$ cat src/rtl/mwsm_pkg.sv
`timescale 1ns / 1ps
// ----------------------------------------------------------------------------
// mwsm_pkg
// Types and fixed widths shared by the moving-window sum and mean block.
// ----------------------------------------------------------------------------
package mwsm_pkg;

  // Field widths of the transactions
  localparam int unsigned SAMPLE_W = 32;
  localparam int unsigned SUM_W    = 42;
  localparam int unsigned MEAN_W   = 32;
  localparam int unsigned WIN_W    = 11;

  // Configuration port
  localparam int unsigned PADDR_W  = 3;
  localparam int unsigned PDATA_W  = 32;
  localparam logic        REG_WINDOW_LENGTH = 1'b0;  // register index bit

  // Bit-serial divider: one quotient bit per cycle
  localparam int unsigned DIV_STEPS = SUM_W;
  localparam int unsigned DIV_CNT_W = $clog2(DIV_STEPS);

  // Mean saturation limits, held at sum width
  localparam logic signed [SUM_W-1:0] MEAN_MAX =
    SUM_W'((64'd1 << (MEAN_W - 1)) - 64'd1);
  localparam logic signed [SUM_W-1:0] MEAN_MIN = -MEAN_MAX - SUM_W'(1);

  typedef struct packed {
    logic signed [SAMPLE_W-1:0] sample;
    logic                       last_in_series;
  } mwsm_in_t;

  typedef struct packed {
    logic signed [SUM_W-1:0]  window_sum;
    logic signed [MEAN_W-1:0] window_mean;
  } mwsm_out_t;

  // Controller to datapath
  typedef struct packed {
    logic accept;    // capture input transaction, read oldest ring entry
    logic upd_sub;   // drop oldest / bump count, write ring, advance pointer
    logic upd_add;   // add new sample to running sum
    logic div_load;  // snapshot sum and count, prime divider, clear on last
    logic div_step;  // one restoring division step
    logic out_load;  // load output register
  } mwsm_cmd_t;

  // Datapath to controller
  typedef struct packed {
    logic div_done;  // final division step under way
  } mwsm_sts_t;

  // Controller states, one-hot
  typedef enum logic [5:0] {
    ST_IDLE = 6'b000001,
    ST_SUB  = 6'b000010,
    ST_ADD  = 6'b000100,
    ST_LOAD = 6'b001000,
    ST_DIV  = 6'b010000,
    ST_FIN  = 6'b100000
  } mwsm_state_e;

endpackage

$ cat src/rtl/mwsm_ctrl.sv
`timescale 1ns / 1ps
// ----------------------------------------------------------------------------
// mwsm_ctrl
// Sequencer for one sample: ring read, sum update, division, result hand-off.
// ----------------------------------------------------------------------------
module mwsm_ctrl (
  input  logic              clk_i,
  input  logic              rst_ni,
  input  logic              in_valid_i,
  output logic              in_stall_o,
  output logic              out_valid_o,
  input  logic              out_stall_i,
  output mwsm_pkg::mwsm_cmd_t cmd_o,
  input  mwsm_pkg::mwsm_sts_t sts_i
);
  import mwsm_pkg::*;

  mwsm_state_e state_q, state_d;
  logic        out_valid_q, out_valid_d;
  logic        out_free;

  // Output register may be refilled when empty or being drained
  assign out_free = !out_valid_q || !out_stall_i;

  // Next state and commands
  always_comb begin
    state_d = state_q;
    cmd_o   = '0;
    case (state_q)
      ST_IDLE: begin
        if (in_valid_i) begin
          cmd_o.accept = 1'b1;
          state_d      = ST_SUB;
        end
      end
      ST_SUB: begin
        cmd_o.upd_sub = 1'b1;
        state_d       = ST_ADD;
      end
      ST_ADD: begin
        cmd_o.upd_add = 1'b1;
        state_d       = ST_LOAD;
      end
      ST_LOAD: begin
        cmd_o.div_load = 1'b1;
        state_d        = ST_DIV;
      end
      ST_DIV: begin
        cmd_o.div_step = 1'b1;
        if (sts_i.div_done) begin
          state_d = ST_FIN;
        end
      end
      ST_FIN: begin
        if (out_free) begin
          cmd_o.out_load = 1'b1;
          state_d        = ST_IDLE;
        end
      end
      default: begin
        state_d = ST_IDLE;
      end
    endcase
  end

  // Output valid flag
  always_comb begin
    out_valid_d = out_valid_q;
    if (cmd_o.out_load) begin
      out_valid_d = 1'b1;
    end else if (!out_stall_i) begin
      out_valid_d = 1'b0;
    end
  end

  always_ff @(posedge clk_i or negedge rst_ni) begin
    if (!rst_ni) begin
      state_q     <= ST_IDLE;
      out_valid_q <= 1'b0;
    end else begin
      state_q     <= state_d;
      out_valid_q <= out_valid_d;
    end
  end

  assign in_stall_o  = (state_q != ST_IDLE);
  assign out_valid_o = out_valid_q;

endmodule

$ cat config.mk
export PLATFORM = sky130hd
export DESIGN_NAME = mwsm_ctrl
export DESIGN_NICKNAME = d
export VERILOG_FILES = /design/src/rtl/mwsm_pkg.sv /design/src/rtl/mwsm_ctrl.sv
export SDC_FILE = /design/constraint.sdc
export NUM_CORES = 1
export LEC_CHECK = 0
export BUFFER_PORTS_ARGS = -buffer_cell sky130_fd_sc_hd__buf_4
export CAP_MARGIN = 20
export CORE_AREA = 2 2 39 41
export DETAILED_ROUTE_END_ITERATION = 8
export DIE_AREA = 0 0 41 43
export HOLD_SLACK_MARGIN = 0.15
export PLACE_DENSITY = 0.49
export SLEW_MARGIN = 10
export SYNTH_ARGS = -nofsm -noshare
export SYNTH_HDL_FRONTEND = slang
export SYNTH_SLANG_ARGS = --single-unit
export TNS_END_PERCENT = 10
$ cat constraint.sdc
create_clock -name clk_i -period 2.55 [get_ports clk_i]
set_input_delay 0.51 -clock clk_i [delete_from_list [all_inputs] [get_ports clk_i]]
set_output_delay 0.51 -clock clk_i [all_outputs]
set_load 0.03 [all_outputs]
* Word level (Yosys, flattened, before mapping)
Index checks and enable logic that the tools add are counted.
** Word-level totals
- Flip-flop bits (word level) :: 7
- Input bits :: 5
- Output and inout port bits :: 8
- Logic and storage cells :: 31
** Cells by class
- Equality and inequality tests :: 11
- Muxes and demuxes :: 14
- Reductions and logical operators :: 4
** Operators by type and width (number)
- $pmux 6 s6 :: 1
- $mux 6 :: 3
- $mux 1 :: 10
- $eq 6x1->1 const B :: 1
- $eq 6x2->1 const B :: 1
- $eq 6x3->1 const B :: 1
- $eq 6x4->1 const B :: 1
- $eq 6x5->1 const B :: 1
- $eq 6x6->1 const B :: 1
- $ne 2x2->1 const B :: 3
- $ne 6x1->1 const B :: 1
- $reduce_and 3->1 :: 1
- $logic_not 1->1 :: 2
- $ne 2x1->1 const B :: 1
- $logic_or 1x1->1 :: 1

* Depth between registers and ports, before layout
Gate-level depths: netlist of run 1.
- Depth in word-level cells :: 5
- Mapped depth :: 6
- Gate-level depth less buffers :: 5

* Worst setup path after synthesis of run 1
OpenSTA, ideal clock, no wires.
- Path type :: register to output
- Start point :: reg state_q[3]
- End point :: out cmd_o[5] (netlist name)
- Arrival :: 1.748 ns
- Required time :: 2.040 ns
- Setup slack :: 0.292 ns
- Cell stages (with the launch flop) :: 5
- Buffers on the path :: 0
- Cell sequence :: dfrtp_1 -> or4_4 -> nor3b_2 -> inv_1 -> nor2_1
** RTL lines
- start: declaration :: RTL line mwsm_ctrl.sv:18 : mwsm_state_e state_q, state_d;
- start signal: assignment :: RTL line mwsm_ctrl.sv:81 : state_q <= state_d;
- end: declaration :: RTL line mwsm_ctrl.sv:13 : output mwsm_pkg::mwsm_cmd_t cmd_o,

==> results of run 1 <==
-- through the flow --
step           instance area (um^2)  power (uW)  hold slack [ns]
2_1_floorplan                   398         368            0.214
4_1_cts                         524         540            0.457
3_3_place_gp                    488         441            0.326
5_1_grt                         524         574            0.475
6_report                        524         533            0.468
3_5_place_dp                    488         436            0.326
-- metal layers --
metal  vias up  part of all wire (%)  wire [um]  track usage [%]
met1       162                    44        353             15.6
met2         9                    49        388             14.7
met5         -                     0          0                0
met3         2                   5.2         41             1.57
met4         0                   1.5         12             12.0
li1        180                     -          -                -
-- layout by cell type (no fill, tap or decap), drive strengths merged, types with 2 or more instances in the layout --
| cell type | netlist | final |
|---|---|---|
| nand3 | 2 | 2 |
| nor3 | 2 | 2 |
| inv | 3 | 3 |
| clkbuf | 0 | 4 |
| o21ai | 3 | 3 |
| nor2 | 5 | 5 |
| nor3b | 6 | 6 |
| dfrtp | 6 | 6 |
| nand2 | 3 | 3 |
| buf | 3 | 12 |
-- sequential cells by signal, indices dropped and copies added, names as in the netlist --
register     flops
out_valid_o      1
state_q          6
-- power groups by stage --
stage | sequential (uW) | combinational, uW | clock (uW)
5_1_grt | 189 | 278 | 107
3_3_place_gp | 184 | 256 | 0
4_1_cts | 180 | 256 | 104
6_report | 181 | 255 | 96.3
3_5_place_dp | 182 | 254 | 0
2_1_floorplan | 160 | 207 | 0
-- final cells by class --
type,instances,area [um^2],area share (%)
multi-input combinational,31,190,36.3
sequential,7,176,33.7
timing repair buffer,13,100,19.1
clock buffer,4,26.3,5.01
tap,16,20.0,3.82
inverter,3,11.3,2.15
-- what timing repair did --
item	in CTS	in global routing
hold buffers	1	0
setup endpoints to repair	0	0
hold endpoints to repair	6	0
-- worst max path at each step --
stage / endpoint / depth (start not counted) / startpoint / slack, ns
floorplan: cmd_o[5] / 4 / state_q[3] / 0.29
global placement: cmd_o[5] / 5 / state_q[3] / 0.53
detailed placement: cmd_o[5] / 5 / state_q[3] / 0.53
CTS: cmd_o[5] / 5 / state_q[3] / 0.26
global route: cmd_o[5] / 5 / state_q[3] / 0.15
finish: cmd_o[5] / 5 / state_q[3] / 0.27
-- logic make-up after synthesis --
group,Yosys count
and+or+nand+nor,22
AOI/OAI and AO/OA,8
DFF,7
buffers and inverters,6
xor gates and xnor gates,1
==> flow_metrics.py, run 1 <==
metrics = {
    "synth": {
        "synth-compound-area-share_pct": 12.6,
        "yosysSeqAreaShare_pct": 44.3,
        "yosys-top-cells-area": "dfrtp_1 (38%), nor3b_1 (9.4%), dfstp_2 (6.6%)",
        "synthAdderAreaFrac_pct": 0,
        "synth_edf_count": 0,
        "ys_seq_elements": 7,
        "yosys_most_used_dff": "dfrtp_1",
        "yosys-top-cells-count": "dfrtp_1 (6), nor2_1 (5), nor3b_1 (5)",
        "synth_top_cell_by_area": "dfrtp_1",
        "avgSynthCellArea_um2": 9.04,
        "synth_fp_nets": 49,
        "yosysMostFrequentCell": "dfrtp_1",
        "synth_top_family_by_area": "simple AND/OR/NAND/NOR gates",
        "synth_xor_area_share_pct": 2.20,
        "synth_top_area_share_pct": 37.7,
        "synthCells": 44,
        "synth_mux_area_share_pct": 0,
        "ys_async_sr_fraction_pct": 100,
        "yosys_warnings": 0,
        "yosys.area_share.simple_pct": 33.0,
        "netlist_area_um2": 398,
        "ys_types": 22,
    },
    "critical_path": {
        "rr_worst_depth": 4,
        "path_delay_family": "simple AND/OR/NAND/NOR gates",
        "path_cells": "or4_4 -> nor3b_2 -> inv_1 -> nor2_1 -> buf_4",
        "ff2ff_setup_slack_ns": 1.06,
        "slowest_delay_ns": 0.57,
        "critPathMaxFanout": 5,
        "path_class": "reg -> out",
        "critical_path_arrival_ns": 1.77,
        "path_buf_inv": 2,
        "cp-start-kind": "flop",
        "end_kind": "output port",
        "worstReg2RegEnd": "state_q[0]",
        "crit_slowest_cell": "or4_4",
        "rr_startpoint": "state_q[3]",
        "cp_data_required_time_ns": 2.04,
    },
    "die": {
        "die_h_um": 43,
        "num_rows": 14,
        "start_util_pct": 28.8,
        "die_area_um2": 1760,
        "core_region_area_um2": 1380,
        "die-width_um": 41,
        "io-pin-count": 13,
    },
    "pwr": {
        "p_clk_share_pct": 18.1,
        "switching_power_uw": 216,
        "p_int_uw": 316,
        "p_comb_share_pct": 48.0,
        "peakVddDrop_mv": 0.359,
        "swShare_pct": 40.6,
        "power_density_nw_per_um2": 1020,
        "p_leak_uw": 0.000258,
        "p_seq_share_pct": 34.0,
    },
    "layout": {
        "post-route-util_pct": 37.9,
        "area_growth_syn_to_layout_pct": 31.8,
        "drive_gt1_share_pct": 31.0,
        "nets": 64,
        "final_cells": 74,
        "antenna_cells": 0,
        "fillers": 151,
    },
    "detailed_routing": {
        "drt-total-wl_um": 795,
        "dr.pass1.iters": 3,
        "wl_per_cell_um": 10.7,
        "drt-initial-drc-count": 5,
        "avgViaCountPerCell": 4.77,
        "ant_nets": 0,
        "num_vias": 353,
        "drcViolationCount": 0,
    },
    "grt": {
        "grt_pass1_vias": 306,
        "grt_pass1_wl_mm": 1.32,
        "grt.overflow.total": 0,
        "grt_use_total_pct": 11.7,
        "grt_max_degree": 9,
        "antenna_found_initial": 0,
    },
    "clock_network": {
        "root_buffer": "clkbuf_4",
        "clk_pin_slew_ns": 0.05,
        "cts_made_buffers": 3,
        "worstSkewPairLatency_ns": 0.24,
        "cts_resized": 0,
        "postCtsSetupBuffers": 0,
        "cts_buffer_depth": 2,
        "htreeDepth": 1,
        "cts_tree": "yes",
        "numClockSinks": 7,
    },
    "min_path": {
        "hp-start": "sts_i",
        "holdPathEnd": "state_q[4]",
        "hp-class": "in -> reg",
        "hold_depth": 2,
    },
    "timing": {
        "tightest_slew_ns": 0.302,
        "finalCriticalPeriod_ns": 2.28,
        "fin_ws_ns": 0.272,
        "finalSetupViolCount": 0,
        "relSlewSlack_pct": 79.9,
        "fin_skew_ns": 0.00100,
        "hold_viol": 0,
        "rsz0062_at_grt": "false",
        "slew_viol_final": 0,
        "max_freq_mhz": 439,
        "finalSetupTns_ns": 0,
        "fin_crit_sh_pct": 89.3,
    },
    "placement": {
        "dp_hpwl_um": 619,
        "placed_cells": 69,
        "gp_congestion": 0.673,
        "place_ws_ns": 0.533,
        "io_buffer_count": 12,
    },
    "job": {
        "cap_violations": 0,
    },
    "outcome": {
        "status": "finished, final reports clean",
    },
}
Power figures use the tool's default switching activity.
==> inputs of run 2 (changes only) <==
--- a/config.mk
+++ b/config.mk
@@ -5,13 +5,15 @@
 export SDC_FILE = /design/constraint.sdc
 export NUM_CORES = 1
 export LEC_CHECK = 0
+export ABC_AREA = 1
 export BUFFER_PORTS_ARGS = -buffer_cell sky130_fd_sc_hd__buf_4
 export CAP_MARGIN = 20
 export CORE_AREA = 2 2 39 41
 export DETAILED_ROUTE_END_ITERATION = 8
 export DIE_AREA = 0 0 41 43
+export GPL_TIMING_DRIVEN = 0
 export HOLD_SLACK_MARGIN = 0.15
-export PLACE_DENSITY = 0.49
+export PLACE_DENSITY = 0.5
 export SLEW_MARGIN = 10
 export SYNTH_ARGS = -nofsm -noshare
 export SYNTH_HDL_FRONTEND = slang
==> flow_metrics.py, run 2 <==
metrics = {
    "clock_network": {
        "cts_buffer_depth": 2,
        "root_buffer": "clkbuf_4",
        "cts_made_buffers": 3,
        "worstSkewPairLatency_ns": 0.25,
        "clk_pin_slew_ns": 0.05,
        "numClockSinks": 7,
        "htreeDepth": 1,
        "cts_tree": "yes",
    },
    "critical_path": {
        "path_cells": "inv_1 -> nor2_1 -> nand3_2 -> nor2_1 -> buf_4",
        "critical_path_arrival_ns": 1.35,
        "slowest_delay_ns": 0.55,
        "crit_slowest_cell": "dfstp_2",
        "path_common_cell": "nor2_1",
        "cp-start-kind": "flop",
        "critPathMaxFanout": 4,
        "path_class": "reg -> out",
        "end_kind": "output port",
        "cp_data_required_time_ns": 2.04,
    },
    "layout": {
        "area_growth_syn_to_layout_pct": 35.7,
        "antenna_cells": 0,
        "final_cells": 88,
        "finalInstanceArea_um2": 557,
        "post-route-util_pct": 40.2,
        "nets": 78,
        "fillers": 154,
        "drive_gt1_share_pct": 33.3,
        "regMostFlops": "state_q",
        "largest_register_ffs": 6,
        "layout_common_cells": "buf_4 (14), nor2_1 (13), inv_1 (11)",
        "layout_commonest_cell": "buf_4",
    },
    "synth": {
        "ys_seq_elements": 7,
        "yosysSeqAreaShare_pct": 43.0,
        "ys_async_sr_fraction_pct": 100,
        "yosys_most_used_dff": "dfrtp_1",
        "yosysMostFrequentCell": "nor2_1",
        "synth_edf_count": 0,
        "yosys_warnings": 0,
        "ys_types": 13,
        "netlist_area_um2": 410,
        "yosys-top-cells-count": "nor2_1 (13), inv_1 (11), nand2_1 (9)",
        "synth_top_area_share_pct": 36.6,
        "synthCells": 55,
        "yosys-top-cells-area": "dfrtp_1 (37%), nor2_1 (12%), inv_1 (10%)",
        "avgSynthCellArea_um2": 7.46,
        "synth_top_cell_by_area": "dfrtp_1",
        "synth_fp_nets": 60,
    },
    "pwr": {
        "p_int_uw": 300,
        "p_leak_uw": 0.000345,
        "switching_power_uw": 245,
        "peakVddDrop_mv": 0.478,
        "p_seq_share_pct": 30.7,
        "power_density_nw_per_um2": 979,
        "p_comb_share_pct": 50.8,
        "swShare_pct": 45.0,
        "p_clk_share_pct": 18.5,
    },
    "grt": {
        "grt_pass1_wl_mm": 1.10,
        "grt_use_total_pct": 9.91,
        "grt_max_degree": 8,
        "grt_pass1_vias": 284,
        "grt.overflow.total": 0,
        "antenna_found_initial": 0,
    },
    "min_path": {
        "hp-class": "in -> reg",
    },
    "detailed_routing": {
        "wl_met3_um": 58,
        "drt-met1-wl_um": 375,
        "ant_nets": 0,
        "dr.pass1.iters": 2,
        "topRoutingLayerUsed": "met4",
        "num_vias": 363,
        "wl_per_cell_um": 8.74,
        "drt-initial-drc-count": 3,
        "avgViaCountPerCell": 4.13,
        "drcViolationCount": 0,
        "drt-total-wl_um": 769,
        "wl_met2_um": 321,
    },
    "placement": {
        "dp_hpwl_um": 597,
        "placed_area_um2": 520,
        "io_buffer_count": 12,
        "gp_congestion": 0.697,
        "placed_cells": 83,
    },
    "die": {
        "die_h_um": 43,
        "die-width_um": 41,
        "num_rows": 14,
        "core_region_area_um2": 1380,
        "die_area_um2": 1760,
        "start_util_pct": 29.7,
        "io-pin-count": 13,
    },
    "outcome": {
        "status": "finished, final reports clean",
    },
    "timing": {
        "fin_skew_ns": 0.00174,
        "max_freq_mhz": 537,
        "fin_crit_sh_pct": 73.0,
        "finalCriticalPeriod_ns": 1.86,
        "slew_viol_final": 0,
        "relSlewSlack_pct": 86.3,
        "finalSetupTns_ns": 0,
        "finalSetupViolCount": 0,
        "tightest_slew_ns": 0.205,
        "hold_viol": 0,
        "rsz0062_at_grt": "false",
    },
    "job": {
        "cap_violations": 0,
    },
}
-- run 2: final cells by class --
cell class	instances	area, um^2	area share (%)
inverters	11	41.3	7.42
flip-flops and latches	7	176	31.7
clock buffers	4	26.3	4.72
well taps	16	20.0	3.60
repair buffers	13	100	18.0
multi-input cells	35	178	31.9
plain buffers	2	15.0	2.70
-- run 2: worst paths after layout --
kind,from,end,slack (ns),depth (start not counted)
worst max-delay path,state_q[0],cmd_o[5],0.69,5
min in group asynchronous,rst_ni,out_valid_o,0.61,2
max in group asynchronous,rst_ni,state_q[0],1.73,2
worst min-delay path,sts_i,state_q[4],0.46,2
worst max register to register,state_q[0],state_q[5],1.37,7
worst min register to register,out_valid_o,out_valid_o,0.49,2
-- run 2: timing repair --
item | CTS | global route
buffers inserted | 0 | 0
endpoints found under the hold margin | 6 | 0
hold buffers | 1 | 0
gates resized for setup | 0 | 0
-- run 2: power by group through the flow --
stage | Combinational, uW | Sequential (uW) | Clock, uW
finish | 277 | 167 | 101
global route | 309 | 170 | 112
CTS | 281 | 167 | 107
detailed placement | 278 | 169 | 0
global placement | 280 | 167 | 0
floorplan | 204 | 166 | 0
-- run 2: per-layer routing --
layer / track usage (%) / up-vias
met4: 8.00 / 0
met5: 0 / -
li1: - / 200
met3: 3.14 / 2
met2: 13.4 / 14
met1: 12.2 / 147
-- run 2: kinds of logic (layout without fill, tap and decap cells) --
family	Yosys count	after routing	synth area share, %
and+or+nand+nor	33	33	39.9
buffers and inverters	13	30	13.7
DFF	7	7	43.0
AOI/OAI and AO/OA	2	2	3.35
-- run 2: worst max-delay path, delay by kind of cell, from the launching register on --
kind | cells | cell delay [ns]
flip-flops | 1 | 0.55
AND/OR/NAND/NOR | 3 | 0.35
buffers and inverters | 2 | 0.20
-- run 2: stage by stage --
step | total power, uW | setup slack (ns) | hold slack [ns]
6_report | 545 | 0.688 | 0.458
5_1_grt | 592 | 0.601 | 0.472
4_1_cts | 556 | 0.670 | 0.453
3_5_place_dp | 446 | 0.956 | 0.329
3_3_place_gp | 447 | 0.942 | 0.330
2_1_floorplan | 370 | 0.659 | 0.214
